===== src/design/tkls_pkg.sv =====
// ----------------------------------------------------------------------------
// tkls_pkg
// Shared constants and command/status types for the lowest-cost selector.
// ----------------------------------------------------------------------------
package tkls_pkg;

    localparam int KEEP_MAX  = 8;
    localparam int COST_BITS = 32;
    localparam int ID_BITS   = 8;

    localparam int SLOTS = 8;
    localparam int LIM   = (KEEP_MAX < 1) ? 1 : ((KEEP_MAX > SLOTS) ? SLOTS : KEEP_MAX);
    localparam int CNT_W = $clog2(LIM + 1);
    localparam int IDX_W = (LIM > 1) ? $clog2(LIM) : 1;

    localparam int ID_W   = 8;
    localparam int COST_W = 32;
    localparam int RANK_W = 3;

    localparam logic [ID_W-1:0] ID_MASK =
        (ID_BITS >= ID_W) ? {ID_W{1'b1}} : ID_W'((64'd1 << ID_BITS) - 64'd1);
    localparam logic [COST_W-1:0] COST_MASK =
        (COST_BITS >= COST_W) ? {COST_W{1'b1}} : COST_W'((64'd1 << COST_BITS) - 64'd1);

    typedef struct packed {
        logic insert;
        logic emit;
    } tkls_cmd_t;

    typedef struct packed {
        logic out_free;
        logic emit_last;
    } tkls_status_t;

endpackage


===== src/design/tkls_dp.sv =====
// ----------------------------------------------------------------------------
// tkls_dp
// Datapath: sorted and arrival-order lists, counters and the output register.
// ----------------------------------------------------------------------------
module tkls_dp
    import tkls_pkg::*;
(
    input  logic                clk,
    input  logic                rst_n,
    input  tkls_cmd_t           cmd,
    output tkls_status_t        status,
    input  logic [ID_W-1:0]     cand_id,
    input  logic [COST_W-1:0]   cost,
    output logic                out_valid,
    input  logic                out_ready,
    output logic [ID_W-1:0]     chosen_id,
    output logic [RANK_W-1:0]   rank,
    output logic                empty_set,
    output logic                last_result
);

    logic [ID_W-1:0]   sid_reg  [LIM];
    logic [ID_W-1:0]   sid_next [LIM];
    logic [COST_W-1:0] scost_reg  [LIM];
    logic [COST_W-1:0] scost_next [LIM];
    logic [ID_W-1:0]   aid_reg  [LIM];
    logic [ID_W-1:0]   aid_next [LIM];

    logic [CNT_W-1:0] ucount_reg, ucount_next;
    logic [CNT_W-1:0] kcount_reg, kcount_next;
    logic [IDX_W-1:0] eidx_reg, eidx_next;

    logic              out_valid_reg, out_valid_next;
    logic [ID_W-1:0]   chosen_id_reg, chosen_id_next;
    logic [RANK_W-1:0] rank_reg, rank_next;
    logic              empty_reg, empty_next;
    logic              last_reg, last_next;

    logic [ID_W-1:0]   new_id;
    logic [COST_W-1:0] new_cost;
    logic [CNT_W-1:0]  pos;
    logic              is_empty;
    logic              is_sorted;
    logic [CNT_W-1:0]  emit_n;
    logic              emit_last;

    assign new_id    = cand_id & ID_MASK;
    assign new_cost  = cost & COST_MASK;
    assign is_empty  = (ucount_reg == '0);
    assign is_sorted = (ucount_reg >= CNT_W'(LIM));
    assign emit_n    = is_sorted ? kcount_reg : ucount_reg;
    assign emit_last = is_empty || ((CNT_W'(eidx_reg) + CNT_W'(1)) == emit_n);

    assign status.out_free  = !out_valid_reg || out_ready;
    assign status.emit_last = emit_last;

    always_comb
    begin
        pos = kcount_reg;
        for (int i = LIM - 1; i >= 0; i--)
        begin
            if ((CNT_W'(i) < kcount_reg) && (scost_reg[i] > new_cost))
            begin
                pos = CNT_W'(i);
            end
        end
    end

    always_comb
    begin
        sid_next       = sid_reg;
        scost_next     = scost_reg;
        aid_next       = aid_reg;
        ucount_next    = ucount_reg;
        kcount_next    = kcount_reg;
        eidx_next      = eidx_reg;
        out_valid_next = out_valid_reg;
        chosen_id_next = chosen_id_reg;
        rank_next      = rank_reg;
        empty_next     = empty_reg;
        last_next      = last_reg;

        if (out_ready)
        begin
            out_valid_next = 1'b0;
        end

        if (cmd.insert)
        begin
            for (int i = 0; i < LIM; i++)
            begin
                if ((ucount_reg < CNT_W'(LIM)) && (ucount_reg == CNT_W'(i)))
                begin
                    aid_next[i] = new_id;
                end
                if (CNT_W'(i) == pos)
                begin
                    sid_next[i]   = new_id;
                    scost_next[i] = new_cost;
                end
                else if ((i > 0) && (CNT_W'(i) > pos))
                begin
                    sid_next[i]   = sid_reg[(i > 0) ? i - 1 : 0];
                    scost_next[i] = scost_reg[(i > 0) ? i - 1 : 0];
                end
            end
            if (ucount_reg < CNT_W'(LIM))
            begin
                ucount_next = ucount_reg + CNT_W'(1);
            end
            if (kcount_reg < CNT_W'(LIM))
            begin
                kcount_next = kcount_reg + CNT_W'(1);
            end
        end

        if (cmd.emit)
        begin
            out_valid_next = 1'b1;
            empty_next     = is_empty;
            last_next      = emit_last;
            rank_next      = RANK_W'(eidx_reg);
            if (is_empty)
            begin
                chosen_id_next = '0;
            end
            else if (is_sorted)
            begin
                chosen_id_next = sid_reg[0];
            end
            else
            begin
                chosen_id_next = aid_reg[0];
            end
            for (int i = 0; i < LIM - 1; i++)
            begin
                sid_next[i] = sid_reg[i + 1];
                aid_next[i] = aid_reg[i + 1];
            end
            if (emit_last)
            begin
                ucount_next = '0;
                kcount_next = '0;
                eidx_next   = '0;
            end
            else
            begin
                eidx_next = eidx_reg + IDX_W'(1);
            end
        end
    end

    always_ff @(posedge clk or negedge rst_n)
    begin
        if (!rst_n)
        begin
            ucount_reg    <= '0;
            kcount_reg    <= '0;
            eidx_reg      <= '0;
            out_valid_reg <= 1'b0;
        end
        else
        begin
            ucount_reg    <= ucount_next;
            kcount_reg    <= kcount_next;
            eidx_reg      <= eidx_next;
            out_valid_reg <= out_valid_next;
        end
    end

    always_ff @(posedge clk)
    begin
        sid_reg       <= sid_next;
        scost_reg     <= scost_next;
        aid_reg       <= aid_next;
        chosen_id_reg <= chosen_id_next;
        rank_reg      <= rank_next;
        empty_reg     <= empty_next;
        last_reg      <= last_next;
    end

    assign out_valid   = out_valid_reg;
    assign chosen_id   = chosen_id_reg;
    assign rank        = rank_reg;
    assign empty_set   = empty_reg;
    assign last_result = last_reg;

endmodule


===== src/design/tkls_ctrl.sv =====
// ----------------------------------------------------------------------------
// tkls_ctrl
// Controller: takes in requests until the final one, then drives emission.
// ----------------------------------------------------------------------------
module tkls_ctrl
    import tkls_pkg::*;
(
    input  logic         clk,
    input  logic         rst_n,
    input  logic         in_valid,
    output logic         in_ready,
    input  logic         usable,
    input  logic         final_item,
    input  tkls_status_t status,
    output tkls_cmd_t    cmd
);

    typedef enum logic {
        ST_TAKE,
        ST_EMIT
    } state_t;

    state_t state_reg, state_next;
    logic   accept;

    assign in_ready = (state_reg == ST_TAKE);
    assign accept   = in_valid && in_ready;

    always_comb
    begin
        state_next = state_reg;
        cmd.insert = 1'b0;
        cmd.emit   = 1'b0;
        case (state_reg)
            ST_TAKE:
            begin
                cmd.insert = accept && usable;
                if (accept && final_item)
                begin
                    state_next = ST_EMIT;
                end
            end
            ST_EMIT:
            begin
                cmd.emit = status.out_free;
                if (status.out_free && status.emit_last)
                begin
                    state_next = ST_TAKE;
                end
            end
            default:
            begin
                state_next = ST_TAKE;
            end
        endcase
    end

    always_ff @(posedge clk or negedge rst_n)
    begin
        if (!rst_n)
        begin
            state_reg <= ST_TAKE;
        end
        else
        begin
            state_reg <= state_next;
        end
    end

endmodule


===== src/design/top_k_lowest_cost_select_top.sv =====
// Throughput: one candidate request per cycle while a set is being collected.
// After the final request the controller enters its emit state; the first result is then registered at the output.
// Emission: one result per cycle while the output is free, one to eight per set; input waits meanwhile.
// The input rate rests on the sorted insert, which is done over all slots in parallel.
// Reset clears both counts, the emit index and the output valid; list contents stay unset.
// ----------------------------------------------------------------------------
// top_k_lowest_cost_select_top
// Keeps up to eight usable candidates; emits the cheapest eight in cost order, or fewer in arrival order.
// ----------------------------------------------------------------------------
module top_k_lowest_cost_select_top
    import tkls_pkg::*;
(
    input  logic                clk,
    input  logic                rst_n,
    input  logic                in_valid,
    output logic                in_ready,
    input  logic [ID_W-1:0]     cand_id,
    input  logic                usable,
    input  logic [COST_W-1:0]   cost,
    input  logic                final_item,
    output logic                out_valid,
    input  logic                out_ready,
    output logic [ID_W-1:0]     chosen_id,
    output logic [RANK_W-1:0]   rank,
    output logic                empty_set,
    output logic                last_result
);

    tkls_cmd_t    cmd;
    tkls_status_t status;

    tkls_ctrl u_ctrl (
        .clk        (clk),
        .rst_n      (rst_n),
        .in_valid   (in_valid),
        .in_ready   (in_ready),
        .usable     (usable),
        .final_item (final_item),
        .status     (status),
        .cmd        (cmd)
    );

    tkls_dp u_dp (
        .clk         (clk),
        .rst_n       (rst_n),
        .cmd         (cmd),
        .status      (status),
        .cand_id     (cand_id),
        .cost        (cost),
        .out_valid   (out_valid),
        .out_ready   (out_ready),
        .chosen_id   (chosen_id),
        .rank        (rank),
        .empty_set   (empty_set),
        .last_result (last_result)
    );

endmodule

===== config.mk =====
export PLATFORM = sky130hd
export DESIGN_NAME = top_k_lowest_cost_select_top
export DESIGN_NICKNAME = d
export VERILOG_FILES = /design/src/design/tkls_pkg.sv /design/src/design/tkls_dp.sv /design/src/design/tkls_ctrl.sv /design/src/design/top_k_lowest_cost_select_top.sv
export SDC_FILE = /design/constraint.sdc
export NUM_CORES = 1
export LEC_CHECK = 0
export BUFFER_PORTS_ARGS = -buffer_cell sky130_fd_sc_hd__buf_2
export CAP_MARGIN = 25
export CORE_ASPECT_RATIO = 0.5
export CORE_MARGIN = 10
export CORE_UTILIZATION = 25
export CTS_CLUSTER_DIAMETER = 60
export CTS_CLUSTER_SIZE = 28
export DETAILED_ROUTE_END_ITERATION = 10
export SYNTH_ARGS = -nofsm -noshare
export SYNTH_HDL_FRONTEND = slang
export SYNTH_HIERARCHICAL = 1
export SYNTH_SLANG_ARGS = --single-unit

===== constraint.sdc =====
create_clock -name clk -period 6.1 [get_ports clk]
set_input_delay 0.305 -clock clk [delete_from_list [all_inputs] [get_ports clk]]
set_output_delay 0.305 -clock clk [all_outputs]
set_load 0.01 [all_outputs]

==> results of run 1 <==
## through the flow
step / utilization (%) / instance area [um^2]
6_report: 29.1 / 26600
5_1_grt: 29.1 / 26600
4_1_cts: 29.1 / 26600
3_5_place_dp: 27.4 / 25100
3_3_place_gp: 27.4 / 25000
2_1_floorplan: - / 23200
## cell usage after synthesis (5+ instances only)
master | n | area (um^2)
edfxtp_1 | 397 | 11900
o21a_1 | 8 | 60.1
nand2b_1 | 6 | 37.5
clkbuf_1 | 77 | 289
nand2_1 | 247 | 927
a21oi_1 | 105 | 526
and3_1 | 5 | 31.3
and4_1 | 6 | 52.6
mux2i_1 | 9 | 90.1
buf_1 | 5 | 18.8
a21o_1 | 20 | 150
mux2_2 | 5 | 56.3
o221ai_1 | 16 | 140
o311ai_0 | 9 | 78.8
nor4_1 | 12 | 75.1
or4_1 | 5 | 37.5
xnor2_1 | 8 | 70.1
o21bai_1 | 5 | 37.5
a221o_1 | 20 | 200
a211oi_1 | 8 | 60.1
and2_1 | 22 | 138
o211ai_1 | 18 | 135
a21boi_0 | 5 | 37.5
a31o_2 | 8 | 70.1
nor3_1 | 18 | 90.1
nor2_1 | 45 | 169
inv_1 | 67 | 251
nand3_1 | 40 | 200
o21ai_1 | 14 | 70.1
o21ai_0 | 316 | 1580
nand4_1 | 50 | 313
buf_2 | 12 | 60.1
or2_2 | 6 | 37.5
a31oi_1 | 7 | 43.8
nor2b_1 | 14 | 87.6
dfrtp_1 | 13 | 325
a32oi_1 | 9 | 78.8
ha_1 | 263 | 3290
mux2_1 | 73 | 822
## worst max-delay path, cell delays in order
cell	delay, ps
dlygate4sd3_1	550
buf_2	150
inv_1	370
ha_1	350
a21oi_1	170
o21ai_1	150
a221oi_1	590
a31oi_1	200
o31ai_1	660
a21boi_1	430
o21a_2	760
buf_4	530
o21ai_0	210
o21ai_1	120
## cells by family (layout without fill, tap and decap cells)
logic type               Yosys count  after routing
other                              0              2
XOR/XNOR                          10             10
multiplexers                      87             87
buffers and inverters            165            260
adder cells (fa/ha/maj)          263            263
AO/OA/AOI/OAI                    607            607
flip-flops                       410            410
AND/OR/NAND/NOR                  488            488
## area by class of cell
class,instances,share of cell area [%]
well taps,1240,5.83
diodes,2,0.0188
flip-flops and latches,410,46.0
clock inverters,24,1.44
inverters,67,0.945
multi-input cells,1455,39.1
clock buffers,30,2.74
repair buffers,139,3.90
## power by group through the flow
stage	clock (uW)	sequential (uW)	combinational, uW
2_1_floorplan	0	4500	2080
5_1_grt	2420	4680	3510
3_3_place_gp	0	4650	3000
3_5_place_dp	0	4660	3080
4_1_cts	2310	4600	3120
6_report	2250	4600	3150
## per-layer routing
metal	global-route usage (%)	vias up
met3	2.25	97
met5	0	-
li1	-	7924
met2	18.5	567
met1	16.6	8366
met4	3.01	4
## final timing paths
check,slack [ps],to,startpoint
min in group asynchronous,200,u_dp/kcount_reg[3],rst_n
worst min register to register,520,u_ctrl/state_reg,u_ctrl/state_reg
worst min-delay path,110,u_dp/scost_reg[224],cost[0]
worst max-delay path,970,u_dp/scost_reg[119],cost[7]
worst max register to register,1320,u_dp/scost_reg[119],u_dp/scost_reg[229]
max in group asynchronous,5580,u_dp/out_valid,rst_n
==> impl_metrics.json, run 1 <==
{
  "place.port_buffers": 60,
  "tritoncts": "yes",
  "combinationalPowerShare_pct": 31.5,
  "dieWidth_um": 451,
  "areaGrowthSynthToFinish_pct": 14.7,
  "final-setup-viol-count": 0,
  "synth_enable_flop_cells": 397,
  "synth.lib_cells_used.distinct": 73,
  "fp.dieArea_mm2": 0.106,
  "layout_common_cells": "edfxtp_1, o21ai_0, ha_1",
  "grt_pass1_wl_mm": 101,
  "iteration_0_drc_markers": 1790,
  "post-cts-setup-buffer-count": 0,
  "min_period_over_period_pct": 84.1,
  "clkLatencyLatePin_ps": 650,
  "clk_path_buf_depth": 3,
  "yosys.area_share.adder_pct": 14.2,
  "place.detailed.hpwl_mm": 47.6,
  "tritoncts.num_buffers": 29,
  "post_layout_nonfiller_instances": 3367,
  "setup_ws_ps": 970,
  "largest_register_ff_count": 256,
  "cellInternalPower_uw": 6180,
  "route.met2.wl_mm": 29.2,
  "first_global_vias": 16804,
  "total_power_uw": 10000,
  "timing_worst_setup_path_type": "input pin to register",
  "met1Wirelength_mm": 30.4,
  "top_layer": "met5",
  "cts_resized": 0,
  "vias": 16958,
  "power.switching_fraction_pct": 38.2,
  "multiInputGateArea_mm2": 0.0104,
  "post_synth_instance_area_mm2": 0.0232,
  "synth_async_sr_flop_share_pct": 3.17,
  "place.gp.congestion": 0.916,
  "final.hold.worst_slack_ps": 107,
  "crit_path_end_kind": "register",
  "numPlacedInstances": 3268,
  "ir_drop_mv": 0.280,
  "core_area_mm2": 0.0913,
  "min_delay_path_depth": 1,
  "ctsHoldBuffers": 43,
  "synth_area_per_cell_um2": 11.4,
  "num_io_pins": 61,
  "achievable-frequency_mhz": 195,
  "worst-slew-pin-transition_ps": 867,
  "synthesis.instances": 2030,
  "fin_tns_setup_ps": 0,
  "max-slew-margin-rel_pct": 41.7,
  "synth_seq_cells": 410,
  "post-place-ws_ps": 1080,
  "mostFrequentLayoutCell": "edfxtp_1",
  "synth_fp_nets": 2339,
  "route.detailed.drc": 0,
  "layout.area.seq_mm2": 0.0122,
  "report.final.slew_viol_count": 0,
  "ant_nets": 0,
  "post_drt_via_cell_ratio": 5.04,
  "clock_power_share_pct": 22.5,
  "clock_tree.root_cell": "clkbuf_16",
  "clock_sinks": 410,
  "leak_pwr_uw": 0.00993,
  "core.rowCount": 78,
  "grt_use_total_pct": 11.8,
  "num-nets-final": 2411,
  "outcome": "completed",
  "postRouteWirelength_mm": 66.2,
  "proportion_of_layout_cells_with_a_drive_suffix_above_1_pct": 9.04,
  "filler_cells": 9413,
  "hold_violations": 0,
  "initial_core_utilization_pct": 25.4,
  "power_density_mw_per_mm2": 376,
  "grt_start_max_net_pins": 79,
  "drv_cap": 0,
  "simple_gate_portion_of_the_synthesized_area_pct": 9.91,
  "post_synth_xor_area_fraction_pct": 0.378,
  "seq_power_share_pct": 46.0,
  "antenna_found_initial": 4,
  "timing.hold.worst.class": "input pin to register",
  "path_clk_slew_ps": 100,
  "reg2regPathDepth": 11,
  "die_span_in_y_um": 235,
  "timing.critical_path.arrival_ps": 5610,
  "critical_path_peak_fanout": 46,
  "final_period_minus_worst_setup_slack_ps": 5130,
  "main_combinational_cell_family_by_area_after_synthesis": "compound AO/OA/AOI/OAI gates",
  "avgRoutedWirePerCell_um": 19.7,
  "start_kind": "input pin",
  "gr-total-overflow": 0,
  "switching_power_uw": 3830,
  "fin_worst_skew_ps": 63.7,
  "htree_num_levels": 1,
  "ys.warnings.count": 6,
  "grt_setup_unrepaired": "no",
  "synth_compound_gate_area_share_pct": 15.7,
  "first_pass_iters": 5,
  "synth.yosys.seq_area_share_pct": 52.8,
  "synthFlopType": "edfxtp_1",
  "cp.required_ps": 6580,
  "met3RoutedLength_mm": 4.93,
  "post_synth_mux_area_share_pct": 4.17
}
Power figures use the tool's default switching activity.
==> run 2: changes to the inputs <==
==> constraint.sdc (replaced) <==
create_clock -name clk -period 4.7 [get_ports clk]
set_input_delay 0.235 -clock clk [delete_from_list [all_inputs] [get_ports clk]]
set_output_delay 0.235 -clock clk [all_outputs]
set_load 0.01 [all_outputs]
==> impl_metrics.json, run 2 (synthesis results as in run 1) <==
{
  "outcome": "completed",
  "gr-total-overflow": 0,
  "mostFrequentLayoutCell": "edfxtp_1",
  "cp.required_ps": 4990,
  "clock_sinks": 410,
  "place.detailed.hpwl_mm": 47.6,
  "first_global_vias": 16815,
  "power_density_mw_per_mm2": 492,
  "achievable-frequency_mhz": 221,
  "finish.instance_area_mm2": 0.0270,
  "report.final.slew_viol_count": 0,
  "final_period_minus_worst_setup_slack_ps": 4520,
  "worst_path_largest_cell_delay_ps": 750,
  "grt_use_total_pct": 11.8,
  "timing_worst_setup_path_type": "input pin to register",
  "tritoncts": "yes",
  "crit_path_end_kind": "register",
  "grt_setup_unrepaired": "no",
  "max-slew-margin-rel_pct": 38.5,
  "core.rowCount": 78,
  "proportion_of_layout_cells_with_a_drive_suffix_above_1_pct": 10.7,
  "leak_pwr_uw": 0.0102,
  "grt_pass1_wl_mm": 101,
  "critical_path_cell_by_cell": "dlygate4sd3_1 -> buf_2 -> inv_1 -> ha_1 -> nand4_1 -> nor4_1 -> a21boi_0 -> o41a_1 -> o21a_1 -> o211ai_2 -> o21a_2 -> nor4_4 -> buf_4 -> buf_12 -> mux2_1",
  "iteration_0_drc_markers": 1652,
  "drv_cap": 0,
  "post_drt_via_cell_ratio": 5.02,
  "postRouteWirelength_mm": 65.5,
  "tritoncts.num_buffers": 36,
  "place.gp.congestion": 0.909,
  "final.hold.worst_slack_ps": 70.9,
  "fin_tns_setup_ps": 0,
  "timing.hold.worst.class": "input pin to register",
  "largest_register_ff_count": 256,
  "final-setup-viol-count": 0,
  "antenna_found_initial": 4,
  "ant_nets": 0,
  "initial_core_utilization_pct": 25.4,
  "htree_num_levels": 2,
  "clk_path_buf_depth": 3,
  "path_clk_slew_ps": 80,
  "dieWidth_um": 451,
  "die_span_in_y_um": 235,
  "vias": 17088,
  "route.detailed.drc": 0,
  "clkLatencyLatePin_ps": 590,
  "cts_resized": 0,
  "final_core_util_pct": 29.6,
  "placement.cell_area_mm2": 0.0254,
  "num_io_pins": 61,
  "fin_worst_skew_ps": 47.2,
  "hold_violations": 0,
  "start_kind": "input pin",
  "timing.critical_path.arrival_ps": 4810,
  "fp.dieArea_mm2": 0.106,
  "ir_drop_mv": 0.355,
  "clock_tree.root_cell": "clkbuf_16",
  "min_period_over_period_pct": 96.2,
  "num-nets-final": 2447,
  "timing.critical_path.slowest_stage_cell": "nor4_1",
  "core_area_mm2": 0.0913,
  "worst-slew-pin-transition_ps": 918,
  "post-cts-setup-buffer-count": 0,
  "layout_common_cells": "edfxtp_1, o21ai_0, ha_1",
  "grt_start_max_net_pins": 94,
  "critical_path_peak_fanout": 15,
  "areaGrowthSynthToFinish_pct": 16.5,
  "place.port_buffers": 60,
  "avgRoutedWirePerCell_um": 19.2,
  "first_pass_iters": 5
}
-- run 2: cell types whose count changed in the layout (fill, tap and decap cells not counted), moves of 3 or more --
cell / before / now
buf_4: 33 / 59
clkbuf_16: 29 / 36
buf_12: 3 / 9
clkinv_1: 0 / 4
clkinv_16: 3 / 0
clkinv_4: 0 / 3
clkinvlp_4: 0 / 3
dlygate4sd3_1: 43 / 40
-- run 2: stage by stage --
step | worst slack [ps] | total power [uW] | std cells
finish | 180 | 13300 | 3407
global route | 37.1 | 14100 | 3406
CTS | 290 | 13400 | 3405
detailed placement | 240 | 10100 | 3300
global placement | 268 | 9980 | 3299
floorplan | 44.4 | 8540 | 2030
-- run 2: final cells by class --
type                            count  area, um^2
Timing Repair Buffer              168        1320
Inverter                           67         251
Multi-Input combinational cell   1455       10400
Antenna cell                        2        5.00
Tap cell                         1240        1550
Sequential cell                   410       12200
Clock buffer                       36         901
Clock inverter                     29         342
Fill cell                        9356       64300
-- run 2: worst paths after layout --
path	end	slack, ps	from	cells after the start
setup reg to reg	u_dp/scost_reg[42]	420	u_dp/scost_reg[109]	12
hold / removal	u_dp/out_valid	70	out_ready	3
min in group asynchronous	u_dp/ucount_reg[2]	140	rst_n	2
hold reg to reg	u_dp/aid_reg[16]	520	u_dp/aid_reg[8]	2
max in group asynchronous	u_dp/kcount_reg[3]	4310	rst_n	2
setup / recovery	u_dp/scost_reg[42]	180	cost[15]	15
-- run 2: metal layers --
layer / track usage [%] / up-vias / share of wire, % / routed length [um]
met2: 18.4 / 543 / 44 / 28900
met5: 0 / - / 0.038 / 25
li1: - / 8008 / - / -
met3: 1.78 / 85 / 6.8 / 4450
met1: 16.7 / 8448 / 46 / 30400
met4: 3.39 / 4 / 2.6 / 1670
-- run 2: timing repair --
action,CTS,global route
hold buffers,40,0
hold endpoints to repair,96,0
endpoints found under the setup margin,0,0
-- run 2: critical path, delay by kind of cell --
family / cells / cell delay, ps
compound gates: 5 / 1290
simple gates: 3 / 1240
buf+inv: 5 / 1250
fa+ha+maj: 1 / 430
mux: 1 / 330
-- run 2: where the power goes --
part,switching [uW],internal (uW)
clock,1570,1600
combinational,2770,1360
sequential,533,5450
total,4870,8410
==> run 3: changes to the inputs <==
--- a/config.mk
+++ b/config.mk
@@ -6,7 +6,7 @@
 export NUM_CORES = 1
 export LEC_CHECK = 0
 export BUFFER_PORTS_ARGS = -buffer_cell sky130_fd_sc_hd__buf_2
-export CAP_MARGIN = 25
+export CAP_MARGIN = 20
 export CORE_ASPECT_RATIO = 0.5
 export CORE_MARGIN = 10
 export CORE_UTILIZATION = 25
==> constraint.sdc (replaced) <==
create_clock -name clk -period 5.3 [get_ports clk]
set_input_delay 0.265 -clock clk [delete_from_list [all_inputs] [get_ports clk]]
set_output_delay 0.265 -clock clk [all_outputs]
set_load 0.01 [all_outputs]
==> impl_metrics.json, run 3 (synthesis results as in run 1) <==
{
  "layout_common_cells": "edfxtp_1, o21ai_0, ha_1",
  "layout.area.seq_mm2": 0.0122,
  "timing_worst_setup_path_type": "input pin to register",
  "post-place-ws_ps": 300,
  "gr-total-overflow": 0,
  "leak_pwr_uw": 0.0100,
  "fp.dieArea_mm2": 0.106,
  "postRouteWirelength_mm": 66.5,
  "first_global_vias": 16649,
  "die_span_in_y_um": 235,
  "core_area_mm2": 0.0913,
  "core.rowCount": 78,
  "clkLatencyLatePin_ps": 640,
  "antenna_found_initial": 7,
  "fin_worst_skew_ps": 57.8,
  "tritoncts.num_buffers": 29,
  "grt_setup_unrepaired": "no",
  "clock_tree.root_cell": "clkbuf_16",
  "proportion_of_layout_cells_with_a_drive_suffix_above_1_pct": 9.67,
  "hold_violations": 0,
  "avgRoutedWirePerCell_um": 19.6,
  "grt_pass1_wl_mm": 101,
  "route.detailed.drc": 0,
  "grt_start_max_net_pins": 90,
  "ant_nets": 0,
  "htree_num_levels": 1,
  "dieWidth_um": 451,
  "vias": 17184,
  "final_period_minus_worst_setup_slack_ps": 4970,
  "final-setup-viol-count": 0,
  "crit_path_end_kind": "register",
  "areaGrowthSynthToFinish_pct": 15.4,
  "cp.required_ps": 5670,
  "outcome": "completed",
  "first_pass_iters": 6,
  "start_kind": "input pin",
  "timing.critical_path.slowest_stage_cell": "nor4_1",
  "setup_ws_ps": 329,
  "iteration_0_drc_markers": 1593,
  "power_density_mw_per_mm2": 434,
  "mostFrequentLayoutCell": "edfxtp_1",
  "worst-slew-pin-transition_ps": 882,
  "min_period_over_period_pct": 93.8,
  "met3_usage_pct": 2.36,
  "clock_sinks": 410,
  "timing.hold.worst.class": "input pin to register",
  "largest_register_ff_count": 256,
  "filler_cells": 9354,
  "busiest_layer": "met2",
  "grt_util_met1_pct": 15.9,
  "multiInputGateArea_mm2": 0.0104,
  "place.detailed.hpwl_mm": 47.8,
  "place.gp.congestion": 0.870,
  "path_clk_slew_ps": 100,
  "num-nets-final": 2427,
  "report.final.slew_viol_count": 0,
  "initial_core_utilization_pct": 25.4,
  "worst_path_largest_cell_delay_ps": 810,
  "achievable-frequency_mhz": 201,
  "gr_util_met2_pct": 18.9,
  "critical_path_peak_fanout": 16,
  "post_drt_via_cell_ratio": 5.07,
  "clk_path_buf_depth": 3,
  "post-cts-setup-buffer-count": 0,
  "place.port_buffers": 60,
  "ir_drop_mv": 0.225,
  "max-slew-margin-rel_pct": 40.7,
  "fin_tns_setup_ps": 0,
  "tritoncts": "yes",
  "num_io_pins": 61,
  "timing.critical_path.arrival_ps": 5340,
  "critical_path_cell_by_cell": "dlygate4sd3_1 -> buf_2 -> inv_1 -> ha_1 -> nand4_1 -> nor4_1 -> nor2b_1 -> o31a_1 -> a21oi_1 -> a311oi_2 -> o21bai_1 -> nor4_4 -> buf_4 -> mux2_1",
  "drv_cap": 0,
  "grt_use_total_pct": 11.8
}
## run 3: cell count changes in the layout (fill, tap and decap cells not counted), sizes merged
| cell | delta |
|---|---|
| buf | -17 |
| bufinv | -1 |
| clkbuf | -7 |
| clkinv | -8 |
| clkinvlp | -3 |
| diode | +4 |
| dlygate4sd3 | +4 |
| inv | +8 |
## run 3: per-stage QoR
step,util [%],instances,cell area (um^2),power (uW),hold slack (ps)
after global placement,27.6,3283,25200,8880,205
after floorplan,-,2030,23200,7570,-30.6
after global routing,29.3,3384,26800,12300,49.3
final,29.3,3387,26800,11600,68.6
after CTS,29.3,3381,26800,11700,39.6
after detailed placement,27.6,3283,25200,8980,211
## run 3: final timing paths
kind	cells after the start	startpoint	slack, ps	endpoint
setup / recovery	14	cost[27]	330	u_dp/scost_reg[28]
hold / removal	1	cost[0]	70	u_dp/scost_reg[224]
setup reg to reg	11	u_dp/scost_reg[61]	550	u_dp/scost_reg[28]
hold reg to reg	0	u_dp/eidx_reg[1]	520	u_dp/rank[1]
max in group asynchronous	2	rst_n	4800	u_dp/out_valid
min in group asynchronous	2	rst_n	180	u_dp/kcount_reg[0]
## run 3: layer usage
| layer | up-vias | wire length, um | part of all wire, % |
|---|---|---|---|
| met3 | 114 | 5100 | 7.7 |
| li1 | 7982 | - | - |
| met2 | 588 | 29800 | 45 |
| met5 | - | 24 | 0.036 |
| met1 | 8496 | 29300 | 44 |
| met4 | 4 | 2260 | 3.4 |
## run 3: power by group
| part | leakage (uW) | internal (uW) | switching [uW] |
|---|---|---|---|
| clock | 0.000535 | 1190 | 1440 |
| combinational | 0.00558 | 1180 | 2500 |
| sequential | 0.00391 | 4830 | 462 |
| total | 0.0100 | 7200 | 4400 |
## run 3: area by class of cell
type,instances,area share [%]
Sequential cell,410,45.8
Multi-Input combinational cell,1455,38.9
Tap cell,1240,5.80
Timing Repair Buffer,155,4.43
Clock buffer,29,2.71
Clock inverter,25,1.45
Inverter,67,0.940
Antenna cell,6,0.0561
## run 3: repair_timing
item,in CTS,in global routing
hold endpoints to repair,123,0
gates resized for setup,0,0
hold buffers,44,0
## run 3: worst max-delay path, delay by kind of cell
kind                     cells  cell delay (ps)
AND/OR/NAND/NOR              4             1680
buffers and inverters        4             1450
multiplexers                 1              360
adder cells (fa/ha/maj)      1              270
AO/OA/AOI/OAI                4             1280
